### config.mk
export PLATFORM = sky130hd
export DESIGN_NAME = rgbsh_merge
export DESIGN_NICKNAME = d
export VERILOG_FILES = /design/src/sv/rgbsh_pkg.sv /design/src/sv/rgbsh_merge.sv
export SDC_FILE = /design/constraint.sdc
export NUM_CORES = 1
export LEC_CHECK = 0
export ABC_CLOCK_PERIOD_IN_PS = 11100
export BUFFER_PORTS_ARGS = -buffer_cell sky130_fd_sc_hd__buf_2
export CORE_MARGIN = 10
export CORE_UTILIZATION = 40
export DETAILED_ROUTE_END_ITERATION = 8
export PLACE_DENSITY_LB_ADDON = 0.1
export SLEW_MARGIN = 20
export SYNTH_ARGS = -nofsm -noshare
export SYNTH_HDL_FRONTEND = slang
export SYNTH_SLANG_ARGS = --single-unit
### constraint.sdc
create_clock -name clk -period 11.1 [get_ports clk]
set_clock_uncertainty 0.15 [all_clocks]
set_input_delay 3.33 -clock clk [delete_from_list [all_inputs] [get_ports clk]]
set_output_delay 3.33 -clock clk [all_outputs]
set_load 0.005 [all_outputs]
### src/sv/rgbsh_pkg.sv
// Shared types and constants for the RGB 3x3 sharpening stencil.
package rgbsh_pkg;

  // Fixed field widths of the streaming and register interfaces
  localparam int PIX_IN_BITS = 8;
  localparam int OUT_BITS    = 12;
  localparam int CFG_BITS    = 11;
  localparam int ADDR_BITS   = 3;
  localparam int DATA_BITS   = 32;
  localparam int NUM_CH      = 3;

  // Frame size after reset
  localparam logic [CFG_BITS-1:0] CFG_RESET = 11'd512;

  // Input beat kinds carried on cmd
  localparam logic CMD_PIXEL = 1'b0;
  localparam logic CMD_DRAIN = 1'b1;

  // Register map, selected by paddr[2]
  typedef enum logic {
    REG_WIDTH  = 1'b0,
    REG_HEIGHT = 1'b1
  } reg_idx_t;

  // Which neighbor taps fall outside the frame for the current result
  typedef struct packed {
    logic top;
    logic bot;
    logic left;
    logic right;
  } border_t;

  // One result beat
  typedef struct packed {
    logic [OUT_BITS-1:0] red;
    logic [OUT_BITS-1:0] green;
    logic [OUT_BITS-1:0] blue;
    logic                frame_end;
  } pix_res_t;

endpackage

### src/sv/rgbsh_merge.sv
// Holds result beats, built from the lane results by the top level, in an output register plus skid slot.
module rgbsh_merge (
  input  logic                clk,
  input  logic                rst_n,
  input  logic                push,
  input  rgbsh_pkg::pix_res_t push_data,
  output logic                full,
  output logic                out_valid,
  input  logic                out_stall,
  output rgbsh_pkg::pix_res_t out_data
);
  import rgbsh_pkg::*;

  logic     ov_r, ov_nxt;
  logic     sv_r, sv_nxt;
  pix_res_t od_r, od_nxt;
  pix_res_t sd_r, sd_nxt;
  logic     pop;

  assign pop = ov_r && !out_stall;

  // Output slot refills from the skid first, then from the lanes
  always_comb begin
    ov_nxt = ov_r;
    sv_nxt = sv_r;
    od_nxt = od_r;
    sd_nxt = sd_r;
    if (sv_r) begin
      if (pop) begin
        od_nxt = sd_r;
        sv_nxt = 1'b0;
      end
    end else if (push) begin
      if (!ov_r || pop) begin
        od_nxt = push_data;
        ov_nxt = 1'b1;
      end else begin
        sd_nxt = push_data;
        sv_nxt = 1'b1;
      end
    end else if (pop) begin
      ov_nxt = 1'b0;
    end
  end

  always_ff @(posedge clk) begin
    if (!rst_n) begin
      ov_r <= 1'b0;
      sv_r <= 1'b0;
    end else begin
      ov_r <= ov_nxt;
      sv_r <= sv_nxt;
    end
  end

  always_ff @(posedge clk) begin
    od_r <= od_nxt;
    sd_r <= sd_nxt;
  end

  assign full      = sv_r;
  assign out_valid = ov_r;
  assign out_data  = od_r;

`ifndef SYNTH
  // Skid slot only fills behind a held output beat
  a_skid_behind_out: assert property (@(posedge clk) disable iff (!rst_n)
    sv_r |-> ov_r)
    else $error("skid slot valid with empty output slot");

  // A beat arriving at a stalled output must land in the skid slot
  a_push_to_skid: assert property (@(posedge clk) disable iff (!rst_n)
    (push && !sv_r && ov_r && out_stall) |=> sv_r)
    else $error("beat lost while output stalled");
`endif

endmodule
==> results_dict.tcl, run 1 <==
set metrics [dict create \
    slew_viol_final 0 \
    clkSlewWorstSetupHoldPaths_ps 80 \
    grt_pass1_wl_um 8160 \
    ant_nets 0 \
    period_minus_slack_ps 5050 \
    max_slew_margin 0.303 \
    drt_wl_total_um 5450 \
    synth_fa_ha_area_frac 0 \
    peakVddDrop_mv 0.101 \
    die_h_um 103 \
    critPathCaptureType "output pin" \
    power_density_nw_per_um2 162 \
    tightestPinTransition_ps 1040 \
    postSynthAreaPerCell_um2 21.7 \
    hold_buffers 0 \
    dp_hpwl_um 3800 \
    antennaDiodeCount 0 \
    synth_cells 128 \
    synth_top_cell_by_area "edfxtp_1" \
    synth.area.mux_share 0.150 \
    yosys.area_share.simple 0.0103 \
    num-nets-final 256 \
    core_area_um2 6790 \
    clk_latency_ps 330 \
    worstPathArrival_ps 1570 \
    routed-via-count 1406 \
    start_util 0.410 \
    max_stage_delay_ps 980 \
    cp_top_family "flip-flops" \
    hold_violations 0 \
    grt_pass1_vias 1670 \
    p_total_w 0.000558 \
    critPathMaxFanout 42 \
    place_congestion 0.657 \
    cts_buffers 9 \
    io_buffers 79 \
    place_area_um2 3280 \
    viasPerCell 4.45 \
    cts.sinks 76 \
    cp.required_ps 7620 \
    synthTopCellsByCount "edfxtp_1, mux2_2, buf_6" \
    synth_edf_count 74 \
    p_leak_nw 1.27 \
    yosys-top-cells-area "edfxtp_1, mux2_2, buf_6, dfxtp_1, a21oi_1" \
    dieWidth_um 103 \
    cts-resized-gates 0 \
    layout_setup_ws_ps 6050 \
    synth_compound_area_frac 0.00944 \
    ioPinCount 80 \
    ys_seq_elements 76 \
    rows 30 \
    period_share 0.455 \
    synth_area_um2 2780 \
    synth_xor_area_frac 0 \
    synth_top_area_share 0.799 \
    drive_gt1_frac 0.609 \
    crit_slowest_cell "dfxtp_2" \
    first_iter_violations 35 \
    synth_cell_type_count 13 \
    design_area_um2 3440 \
    synth_ff_type "edfxtp_1" \
    dr.pass1.iters 4 \
    drv_cap 0 \
    outcome "finished, final reports clean" \
    area_growth_pct 23.7 \
    hold_class "flip-flop to flip-flop" \
    n_fill_cell 564 \
    synth_top_family_by_area "multiplexers" \
    fin_setup_tns_ps 0 \
    async_flop_share 0 \
    cts_tree "yes" \
    root_buffer "clkbuf_8" \
    yosysMostFrequentCell "edfxtp_1" \
    yosysSeqAreaShare 0.813 \
    critical_path_class "flip-flop to output pin" \
    path_cells "buf_2" \
    die-area_um2 10700 \
    critPathLaunchType "flip-flop" \
    htree_num_levels 3 \
    grt_usage 0.103 \
    grt_max_degree 43 \
    critPathBufInv 1 \
    setup_violations 0 \
    clk_path_buf_depth 2 \
    antenna_found_initial 0 \
    drc_errors 0 \
    grt_overflow 0 \
    synth_nets 169 \
    cts_setup_buffers 0 \
    rsz0062_at_grt "no" \
    wl_per_cell_um 17.3 \
    yosysWarnings 0 \
    max_freq_ghz 0.198 \
    pre_cts_ws_ps 6110 \
]
[layout by cell type (no fill, tap or decap)]
| master | count |
|---|---|
| a21oi_1 | 2 |
| dfxtp_1 | 1 |
| nor2b_1 | 1 |
| clkinv_1 | 1 |
| nor3_1 | 1 |
| inv_1 | 1 |
| buf_4 | 1 |
| mux2_2 | 37 |
| o21ai_2 | 1 |
| buf_2 | 79 |
| clkbuf_1 | 2 |
| clkbuf_8 | 9 |
| nor2_4 | 1 |
| dfxtp_2 | 1 |
| clkinvlp_4 | 2 |
| a21boi_4 | 1 |
| nand2_1 | 2 |
| nand2b_1 | 1 |
| edfxtp_1 | 74 |
| clkinv_2 | 2 |
[sequential cells by signal (all words and copies together), names as in the netlist]
signal     cells
out_data      37
sd_r          37
out_valid      1
full           1
[per-layer routing]
layer,up-vias,track usage,wire length [um]
met5,-,0,0
met4,0,0.0578,44
met3,4,0.0425,557
met2,58,0.172,2750
met1,664,0.109,2100
li1,680,-,-
[report_power, final]
group	leakage, nW	total, W	switching [W]	internal (W)
Clock	0.0768	0.000173	0.0000928	0.0000797
Combinational	0.483	0.0000442	0.0000208	0.0000234
Sequential	0.709	0.000341	0.00000711	0.000334
Total	1.27	0.000558	0.000121	0.000437
[final timing paths]
path	to	start	cells past startpoint	slack, ps
worst max-delay path	full	full	1	6050
worst min-delay path	out_data[0]	sd_r[0]	1	400
worst min register to register	out_data[0]	sd_r[0]	1	400
worst max register to register	sd_r[14]	full	2	8730
[logic make-up (layout without fill, tap and decap cells)]
kind of cell | after synthesis | in the layout
AO/OA/AOI/OAI | 4 | 4
flip-flops | 76 | 76
multiplexers | 37 | 37
buffers and inverters | 5 | 97
AND/OR/NAND/NOR | 6 | 6
[stage by stage]
stage	hold slack, ps	std cells	util
5_1_grt	409	316	0.506
2_1_floorplan	351	128	-
3_3_place_gp	345	300	0.483
4_1_cts	400	316	0.506
3_5_place_dp	384	300	0.483
6_report	398	316	0.506
[layout make-up]
| cell class | count | area [um^2] | share of cell area |
|---|---|---|---|
| Timing Repair Buffer | 80 | 403 | 0.117 |
| Clock buffer | 11 | 131 | 0.0382 |
| Sequential cell | 76 | 2260 | 0.658 |
| Inverter | 1 | 3.75 | 0.00109 |
| Clock inverter | 5 | 28.8 | 0.00836 |
| Tap cell | 96 | 120 | 0.0349 |
| Multi-Input combinational cell | 47 | 490 | 0.143 |
(Power assumes the default switching activity.)
==> inputs of run 2 (changes only) <==
Settings changed: ABC_CLOCK_PERIOD_IN_PS 11100 to 4790.
Clock period 11.1 ns to 4.79 ns, I/O delays scaled along.
==> run 2 against run 1 <==
Clock-buffer cell count fell by 2. Sequential power increased by 130%. Cell count grew 0.32%. Clock power rose to 3.0 times the previous value. Power grew to 2.5 times the previous value. Setup slack worse by 4400 ps. Utilization increased by 1.2 points. Routed wire length increased by 3.0%. Design area increased by 2.4%. Critical path depth did not move. Largest power group unchanged.
==> results_dict.tcl, run 2 (synthesis gave the netlist of run 1 again) <==
set metrics [dict create \
    p_sw_frac 0.208 \
    min_path_cells 2 \
    core_area_um2 6790 \
    routed-via-count 1451 \
    p_switching_w 0.000294 \
    grt_use_met1 0.123 \
    max_freq_ghz 0.317 \
    max_stage_delay_ps 980 \
    period_minus_slack_ps 3160 \
    fin_setup_tns_ps 0 \
    place_congestion 0.666 \
    reg2regPathDepth 3 \
    root_buffer "clkbuf_8" \
    critical_path_class "flip-flop to output pin" \
    grt_pass1_wl_um 8550 \
    reg2reg_slack_ps 2100 \
    crit_slowest_cell "dfxtp_2" \
    grt_max_degree 43 \
    rows 30 \
    grt_overflow 0 \
    wl_per_cell_um 17.7 \
    r2r_end "out_data[0]" \
    grt_pass1_vias 1691 \
    period_share 0.659 \
    dp_hpwl_um 3880 \
    cts-resized-gates 0 \
    htree_num_levels 3 \
    critPathMaxFanout 42 \
    ioPinCount 80 \
    final_cell_mix "buf_2, edfxtp_1, mux2_2, clkbuf_8" \
    internal-power_w 0.00112 \
    critPathCaptureType "output pin" \
    critPathBufInv 1 \
    use_met3 0.0485 \
    outcome "finished, final reports clean" \
    slew_viol_final 0 \
    area_growth_pct 26.6 \
    hp-start "out_valid" \
    final_common_cell "buf_2" \
    cts_tree "yes" \
    power_density_nw_per_um2 402 \
    layout_setup_ws_ps 1630 \
    rsz0062_at_grt "no" \
    hold_violations 0 \
    tightestPinTransition_ps 977 \
    first_iter_violations 27 \
    clk_path_buf_depth 2 \
    cp.required_ps 3200 \
    clk_latency_ps 330 \
    cp_top_family "flip-flops" \
    seqPwrFrac 0.559 \
    antennaDiodeCount 0 \
    max_slew_margin 0.349 \
    num-nets-final 257 \
    grt-busiest-layer "met2" \
    drive_gt1_frac 0.620 \
    dr.pass1.iters 4 \
    grt_usage 0.109 \
    cts.sinks 76 \
    reg2reg_from "full" \
    antenna_found_initial 0 \
    io_buffers 79 \
    comb_power_share 0.074 \
    peakVddDrop_mv 0.179 \
    p_leak_nw 1.31 \
    met2_usage 0.171 \
    worstPathArrival_ps 1570 \
    critPathLaunchType "flip-flop" \
    start_util 0.410 \
    drv_cap 0 \
    hold_end "out_valid" \
    viasPerCell 4.58 \
    hold_buffers 0 \
    p_clk_frac 0.367 \
    hold_class "flip-flop to flip-flop" \
    dieWidth_um 103 \
    ant_nets 0 \
    pre_cts_ws_ps 1580 \
    die_h_um 103 \
    clkSlewWorstSetupHoldPaths_ps 70 \
    setup_violations 0 \
    cts_buffers 9 \
    drt_wl_total_um 5620 \
    die-area_um2 10700 \
    cts_setup_buffers 0 \
    drc_errors 0 \
    path_cells "buf_2" \
]
==> run 2: changes by cell type in the layout (fill, tap and decap cells not counted), sizes merged <==
cell / delta
bufinv: +2
clkbuf: -2
buf: +1
clkinvlp: -1
inv: +1
==> run 2: area by class of cell <==
class	instances	area, um^2
Multi-Input combinational cell	47	490
Tap cell	96	120
Clock buffer	9	124
Timing Repair Buffer	81	430
Fill cell	569	3270
Sequential cell	76	2260
Clock inverter	7	90.1
Inverter	1	3.75
==> run 2: per-stage QoR <==
stage | cells | total power [W] | instance area, um^2 | utilization | hold slack (ps)
after detailed placement | 300 | 0.000912 | 3280 | 0.483 | 374
final | 317 | 0.00141 | 3520 | 0.518 | 382
after CTS | 316 | 0.00143 | 3490 | 0.514 | 384
after floorplan | 128 | 0.000851 | 2780 | - | 351
after global routing | 317 | 0.00147 | 3520 | 0.518 | 415
after global placement | 300 | 0.000906 | 3280 | 0.483 | 347
==> run 2: metal layers <==
| metal | vias to the layer above | share of wire | wire length [um] |
|---|---|---|---|
| met4 | 0 | 0.011 | 64 |
| met2 | 55 | 0.47 | 2650 |
| met1 | 701 | 0.41 | 2310 |
| li1 | 686 | - | - |
| met3 | 9 | 0.10 | 589 |
| met5 | - | 0 | 0 |
==> run 2: worst max-delay path by stage <==
stage | from | end | slack, ps | cells after the start
6_report | full | full | 1630 | 1
5_1_grt | full | full | 1500 | 1
4_1_cts | full | full | 1570 | 1
3_5_place_dp | push | out_data[1] | 1580 | 4
3_3_place_gp | out_stall | out_data[1] | 1690 | 4
2_1_floorplan | out_stall | out_data[0] | 880 | 2
==> run 2: power groups by stage <==
stage               clock network (W)  logic (W)  registers, W
floorplan                           0  0.0000476      0.000803
global placement                    0   0.000101      0.000805
detailed placement                  0   0.000106      0.000806
CTS                          0.000534   0.000106      0.000792
global route                 0.000563   0.000116      0.000795
finish                       0.000520   0.000105      0.000791
