[src/sv/rgbsh_pkg.sv]
// Shared types and constants for the RGB 3x3 sharpening stencil.
package rgbsh_pkg;

  // Fixed field widths of the streaming and register interfaces
  localparam int PIX_IN_BITS = 8;
  localparam int OUT_BITS    = 12;
  localparam int CFG_BITS    = 11;
  localparam int ADDR_BITS   = 3;
  localparam int DATA_BITS   = 32;
  localparam int NUM_CH      = 3;

  // Frame size after reset
  localparam logic [CFG_BITS-1:0] CFG_RESET = 11'd512;

  // Input beat kinds carried on cmd
  localparam logic CMD_PIXEL = 1'b0;
  localparam logic CMD_DRAIN = 1'b1;

  // Register map, selected by paddr[2]
  typedef enum logic {
    REG_WIDTH  = 1'b0,
    REG_HEIGHT = 1'b1
  } reg_idx_t;

  // Which neighbor taps fall outside the frame for the current result
  typedef struct packed {
    logic top;
    logic bot;
    logic left;
    logic right;
  } border_t;

  // One result beat
  typedef struct packed {
    logic [OUT_BITS-1:0] red;
    logic [OUT_BITS-1:0] green;
    logic [OUT_BITS-1:0] blue;
    logic                frame_end;
  } pix_res_t;

endpackage

[src/sv/rgbsh_lane.sv]
// One color lane: the window taps of a channel and its 5C - N - S - W - E kernel.
module rgbsh_lane #(
  parameter int CB = 8
) (
  input  logic                          clk,
  input  logic                          rst_n,
  input  logic                          shift,
  input  logic [CB-1:0]                 above,
  input  logic [CB-1:0]                 cur,
  input  logic [CB-1:0]                 pix,
  input  rgbsh_pkg::border_t            border,
  output logic [rgbsh_pkg::OUT_BITS-1:0] res
);
  import rgbsh_pkg::*;

  // Sum width: wide enough for the full kernel, never narrower than the output
  localparam int EW = (CB + 4 > OUT_BITS) ? CB + 4 : OUT_BITS;

  // Window taps that the kernel reads: center row's west and center, and the
  // center column's north (line buffers) and south (input pixel)
  logic [CB-1:0] lf_r, c_r, up_r, dn_r;

  always_ff @(posedge clk) begin
    if (!rst_n) begin
      lf_r <= '0;
      c_r  <= '0;
      up_r <= '0;
      dn_r <= '0;
    end else if (shift) begin
      lf_r <= c_r;
      c_r  <= cur;
      up_r <= above;
      dn_r <= pix;
    end
  end

  // Border taps repeat the center pixel
  logic [CB-1:0] t_up, t_dn, t_lf, t_rt;
  assign t_up = border.top   ? c_r : up_r;
  assign t_dn = border.bot   ? c_r : dn_r;
  assign t_lf = border.left  ? c_r : lf_r;
  assign t_rt = border.right ? c_r : cur;

  // Kernel, modulo 2^EW; the low bits are the two's complement result
  logic [EW-1:0] c5, sum;
  assign c5  = (EW'(c_r) << 2) + EW'(c_r);
  assign sum = c5 - EW'(t_up) - EW'(t_dn) - EW'(t_lf) - EW'(t_rt);
  assign res = sum[OUT_BITS-1:0];

endmodule

[config.mk]
export PLATFORM = sky130hd
export DESIGN_NAME = rgbsh_lane
export DESIGN_NICKNAME = d
export VERILOG_FILES = /design/src/sv/rgbsh_pkg.sv /design/src/sv/rgbsh_lane.sv
export SDC_FILE = /design/constraint.sdc
export NUM_CORES = 1
export LEC_CHECK = 0
export BUFFER_PORTS_ARGS = -buffer_cell sky130_fd_sc_hd__buf_2
export CAP_MARGIN = 40
export CORE_UTILIZATION = 45
export DETAILED_ROUTE_END_ITERATION = 8
export PLACE_DENSITY = 0.74
export SLEW_MARGIN = 20
export SYNTH_ARGS = -nofsm -noshare
export SYNTH_HDL_FRONTEND = slang
export SYNTH_SLANG_ARGS = --single-unit
[constraint.sdc]
create_clock -name clk -period 8.8 [get_ports clk]
set_input_delay 0.44 -clock clk [delete_from_list [all_inputs] [get_ports clk]]
set_output_delay 0.44 -clock clk [all_outputs]
set_load 0.02 [all_outputs]
==> metrics.md, run 1 <==
| Metric | Value |
|---|---|
| Status | finished clean |
| Grt ovf | 0 |
| Yosys top cell by area | dfxtp_1 |
| DR iter-0 viols | 76 |
| Tcrit/Tclk final | 0.572 |
| Final hold slack | between 0.4 and 0.5 ns |
| Max Cap Violations | 0 |
| Worst skew pair latency | 0.29 ns |
| Sequential area share after synthesis | 0.218 |
| Post-route cell area | ~0.0033 mm^2 |
| Final WL | approximately 5.2 mm |
| Starting Density | 0.465 |
| Diodes inserted | 0 |
| CTS tree | yes |
| Vias in the first global route | about 2200 |
| Placed cell count | between 400 and 500 |
| Hold/Removal Path Class | input pin to flip-flop |
| Initial antenna violation count | 0 |
| Port-buffer cells | 42 |
| TritonRoute pass-1 iters | 4 |
| Final setup violation count | 0 |
| Clock Sink Count | 32 |
| Worst Setup Start Kind | input pin |
| Global Route Usage Sum | 0.169 |
| Num CTS Buffers | 5 |
| Setup ws final | about 3.8 ns |
| I/O pin count | 43 |
| Die Y | between 80 and 90 um |
| Clock-pin slew on the worst setup and hold paths | ~0.070 ns |
| Post-placement cell area | roughly 0.0032 mm^2 |
| Synth Register Bits | 32 |
| Mean Syn Cell Area | roughly 9.9 um^2 |
| Routed WL per cell | ~13 um |
| Final core occ | 0.523 |
| Vias per inst | 5.07 |
| Synth cell types | 32 |
| Cts hold-fix bufs | 0 |
| TNS Setup | 0 ns |
| Maximum vdd drop | 0.272 mV |
| Setup crit end kind | output port |
| Fin crit period | a little over 5 ns |
| Max-slew headroom | 0.675 |
| Largest net degree at the start of global routing | 33 |
| Post-place setup slack | around 3.7 ns |
| Pwr dens | between 200 and 300 mW/mm^2 |
| Routability congestion estimate | between 0.7 and 0.8 |
| CP Max Fanout | 8 |
| # H-tree levels | 2 |
| RSZ-0062 raised after global routing | false |
| Critical path data arrival time | about 4.6 ns |
| Syn nets | between 300 and 400 |
| Die ar. | 0.00686 mm^2 |
| Post-synth ARST share | 0 |
| Area share of the largest cell type after synthesis | 0.218 |
| Design Power | 921 uW |
| Hold Vio Cnt, Final | 0 |
| Synthesized instance count | roughly 300 |
| Final Instance Count excl. Fillers | 410 |
| Fmax | about 200 MHz |
| Yosys warning total | 0 |
| # rows | 29 |
| Setup repair bufs after CTS | 0 |
| Post-synth EDFFs | 0 |
| Main synth FF type | dfxtp_1 |
| Share of layout cells above drive strength 1 | 0.216 |
| DR vias | approximately 2100 |
| Clock buffer depth | 2 |
| Crit path kind | input pin to output port |
| Post-Syn Area | between 0.002 and 0.003 mm^2 |
| Required time of the critical path | 8.36 ns |
| CTS Root Cell | clkbuf_8 |
| First-pass GRT wire length | 9.43 mm |
| DP Wirelength | approximately 4.1 mm |
| Leakage | approximately 1.6 nW |
| Least-Margin Pin Slew | between 0.4 and 0.5 ns |
| Final ANT Viol Nets | 0 |
| Area contributors post-synth | dfxtp_1 22%, fa_1 20%, mux2i_1 16%, mux2_2 7.3%, inv_1 7.2% |
| Final #Nets | roughly 400 |
| Die width | around 83 um |
| Remaining DRCs | 0 |
| PostCTS Resize Cnt | 0 |
| CORE AREA | ~0.0063 mm^2 |
| Slew Viols, Final | 0 |
| Post-Route Skew | between 0.008 and 0.009 ns |
| Area Overhead vs Synth | 12.4% |
## report_power, final
part | leakage, nW | internal (mW) | switching [mW]
Clock | 0.0503 | 0.0696 | 0.0519
Sequential | 0.263 | 0.153 | 0.00887
Combinational | 1.33 | 0.260 | 0.377
## cell usage in the layout (no fill, tap or decap), drive strengths merged, types with 3 or more instances in the layout
cell type | netlist | final
buf | 3 | 43
dfxtp | 32 | 32
a21oi | 8 | 8
mux2 | 19 | 19
nor3 | 3 | 3
o21ai | 3 | 3
inv | 56 | 56
xor2 | 3 | 3
nand3 | 3 | 3
nor2b | 33 | 33
mux2i | 46 | 46
ha | 15 | 15
a21o | 5 | 5
clkbuf | 12 | 7
xnor2 | 6 | 6
fa | 30 | 30
## state kept, by name, summed over array words and instances (netlist names)
signal,cells
up_r,8
dn_r,8
lf_r,8
c_r,8
## synth_stat cells, types with 2 or more instances
cell type,instances
mux2_2,19
a31oi_1,2
buf_2,3
xnor2_1,6
fa_1,30
nand2_1,2
nand3_1,3
nor2b_1,33
nor3_1,3
inv_1,56
nand2b_1,2
a21oi_1,8
a21o_1,5
o21ai_0,3
clkbuf_1,12
mux2i_1,46
o211ai_1,2
xor2_1,3
a311o_1,2
ha_1,15
dfxtp_1,32
## path summary, 6_finish.rpt
path | end | slack [ns] | cells after the start | start
max | res[10] | 3.76 | 14 | border[3]
min | up_r[0] | 0.41 | 3 | above[0]
max reg2reg | lf_r[0] | 7.85 | 2 | c_r[0]
min reg2reg | lf_r[4] | 0.51 | 2 | lf_r[4]
## cell type report
class                      count  area (um^2)
sequential                    32          641
tap                           77         96.3
inverter                      56          210
timing repair buffer          43          230
fill                         597         3010
clock buffer                   7         96.3
multi-input combinational    195         2030
## metal layers
layer	share of wire	GRT usage	vias to the layer above
met5	0	0	-
met4	0.0069	0.0423	0
met3	0.031	0.0358	3
met2	0.49	0.296	30
met1	0.47	0.211	1007
li1	-	-	1037
## logic make-up after synthesis
family	count (synthesis)	share of synthesized area
compound gates	28	0.0677
xor+xnor	9	0.0268
fa+ha+maj	45	0.268
buf+inv	71	0.0920
flops	32	0.218
mux	65	0.230
simple gates	48	0.0975
## worst max-delay path: stages
cell	delay, ns
buf_2	0.21
mux2_2	0.39
fa_1	0.54
inv_1	0.06
fa_1	0.53
inv_1	0.05
fa_1	0.52
inv_1	0.07
fa_1	0.43
a21o_1	0.23
a221oi_2	0.36
nor3_1	0.10
or4_1	0.50
buf_2	0.17
(Power assumes the default switching activity.)
==> run 2: changes to the inputs <==
Clock period 8.8 ns to 4.9 ns, I/O delays scaled along.
==> run 2 against run 1 <==
Cell area is 0.95% higher; global-route usage down 0.053 points; sequential cell count unchanged; register-to-register slack got worse by 3.8 ns; clock skew decreased by 0.0051 ns; via count increased by 0.91%; routed wire length is 0.71% lower; clock power up 79%; utilization grew 0.50 points; total power rose by 83%; hold slack lost 0.20 ns; first-iteration DRC count fell by 34%; critical endpoint unchanged.
==> metrics.md, run 2 (synthesized netlist as in run 1, its figures left out) <==
| Metric | Value |
|---|---|
| CTS Root Cell | clkbuf_8 |
| Share of layout cells above drive strength 1 | 0.230 |
| Max-slew headroom | 0.695 |
| Worst Setup Start Kind | flip-flop |
| DR iter-0 viols | 50 |
| Reg2reg setup slack | ~4 ns |
| Die Y | just over 80 um |
| First-pass GRT wire length | around 9.5 mm |
| Vias in the first global route | between 2000 and 2500 |
| Status | finished clean |
| Die ar. | between 0.006 and 0.007 mm^2 |
| Post-place setup slack | around 0.24 ns |
| CORE AREA | 0.00631 mm^2 |
| Clock-pin slew on the worst setup and hold paths | ~0.060 ns |
| TNS Setup | 0 ns |
| Critical path, cell by cell | mux2_2 > fa_1 > inv_1 > fa_1 > inv_1 > fa_1 > inv_1 > ha_1 > a21o_1 > a221oi_4 > nor3_1 > or4_1 > buf_2 |
| Final setup violation count | 0 |
| Setup ws final | approximately 0.26 ns |
| Cts hold-fix bufs | 0 |
| Tcrit/Tclk final | 0.947 |
| CTS tree | yes |
| Remaining DRCs | 0 |
| Hold/Removal Path Class | input pin to flip-flop |
| Vias per inst | roughly 5.1 |
| DR vias | approximately 2100 |
| Fin crit period | approximately 4.6 ns |
| Die width | 82.8 um |
| Final ANT Viol Nets | 0 |
| Power Internal | just under 900 uW |
| Largest net degree at the start of global routing | 33 |
| Most frequent cells in the layout | 56 x inv_1, 46 x mux2i_1, 42 x buf_2 |
| # rows | 29 |
| Hold Crit Depth | 3 |
| Required time of the critical path | about 4.7 ns |
| Num CTS Buffers | 5 |
| Routed WL per cell | between 10 and 15 um |
| Post-Route Skew | around 0.0029 ns |
| Hold Vio Cnt, Final | 0 |
| Crit path kind | flip-flop to output port |
| Fmax | approximately 220 MHz |
| Pwr dens | 506 mW/mm^2 |
| Switch share | 0.472 |
| Initial antenna violation count | 0 |
| Port-buffer cells | 42 |
| Maximum vdd drop | about 0.4 mV |
| Grt ovf | 0 |
| CP Max Fanout | 8 |
| Final WL | between 5 and 6 mm |
| Clock Sink Count | 32 |
| Sequential power share | 0.172 |
| R2R cell count | 2 |
| # H-tree levels | 2 |
| Final hold slack | roughly 0.22 ns |
| Commonest non-fill, non-tap cell in the layout | inv_1 |
| DP Wirelength | 4.20 mm |
| RSZ-0062 raised after global routing | false |
| Diodes inserted | 0 |
| Worst setup startpoint | c_r[4] |
| Worst skew pair latency | approximately 0.28 ns |
| Fillers | 605 |
| Leakage | about 1.7 nW |
| Slowest stage delay, CP | ~0.54 ns |
| Routability congestion estimate | approximately 0.79 |
| Area of the multi-input gates | 0.00204 mm^2 |
| Final #Nets | just over 400 |
| Storage cell area | ~640 um^2 |
| Critical path data arrival time | 4.40 ns |
| Critical Path Slowest Stage Cell | fa_1 |
| Reg2reg end | lf_r[6] |
| Max Cap Violations | 0 |
| Clk network pwr share | 0.129 |
| Least-Margin Pin Slew | 0.457 ns |
| Switching power | 795 uW |
| Clock buffer depth | 2 |
| Crit path to | res[10] |
| Starting Density | 0.465 |
| Slew Viols, Final | 0 |
| TritonRoute pass-1 iters | 4 |
| I/O pin count | between 40 and 50 |
| Setup crit end kind | output port |
| FF-to-FF Start | c_r[6] |
| Global Route Usage Sum | 0.168 |
| Area Overhead vs Synth | 13.4% |
| Combinational power share | 0.699 |
## run 2: changes by cell type in the layout (fill, tap and decap cells not counted), sizes merged
| cell | change |
|---|---|
| buf | +2 |
## run 2: worst min-delay path by stage
stage                     startpoint       to
after CTS                   above[0]  up_r[0]
after floorplan                rst_n  dn_r[7]
after global placement       lf_r[2]  lf_r[2]
after global routing        above[4]  up_r[4]
after detailed placement     lf_r[3]  lf_r[3]
final                       above[0]  up_r[0]
## run 2: repair_timing
item,in CTS,in global routing
resized for setup,0,5
setup buffers,0,1
endpoints found under the setup margin,0,2
## run 2: per-layer routing
metal  vias to the layer above  global-route usage  part of all wire
li1                       1043                   -                 -
met1                      1012               0.206              0.45
met2                        36               0.306              0.51
met3                         5              0.0348             0.034
met4                         0              0.0329            0.0081
met5                         -                   0                 0
## run 2: cell type report
cell class / count / area share
flip-flops and latches: 32 / 0.193
well taps: 77 / 0.0289
clock buffers: 7 / 0.0289
multi-input cells: 195 / 0.612
inverters: 56 / 0.0631
repair buffers: 45 / 0.0736
## run 2: worst max-delay path: cells and delay by family, from the launching register on
kind / cells / cell delay (ns)
AND/OR/NAND/NOR: 2 / 0.58
AO/OA/AOI/OAI: 2 / 0.54
multiplexers: 1 / 0.32
adder cells (fa/ha/maj): 4 / 1.94
flip-flops: 1 / 0.40
buffers and inverters: 4 / 0.32
## run 2: power groups by stage
stage | logic, mW | clock network, mW | registers (mW)
final | 1.18 | 0.217 | 0.290
after global routing | 1.33 | 0.239 | 0.292
after CTS | 1.16 | 0.223 | 0.290
after detailed placement | 1.16 | 0 | 0.296
after global placement | 1.14 | 0 | 0.295
after floorplan | 0.888 | 0 | 0.290
## run 2: stage by stage
step | std cells | utilization | total power, mW | instance area [um^2]
after floorplan | 298 | - | 1.18 | 2940
after global placement | 403 | 0.506 | 1.43 | 3190
after detailed placement | 404 | 0.509 | 1.45 | 3210
after CTS | 411 | 0.524 | 1.67 | 3310
after global routing | 412 | 0.528 | 1.86 | 3330
final | 412 | 0.528 | 1.68 | 3330
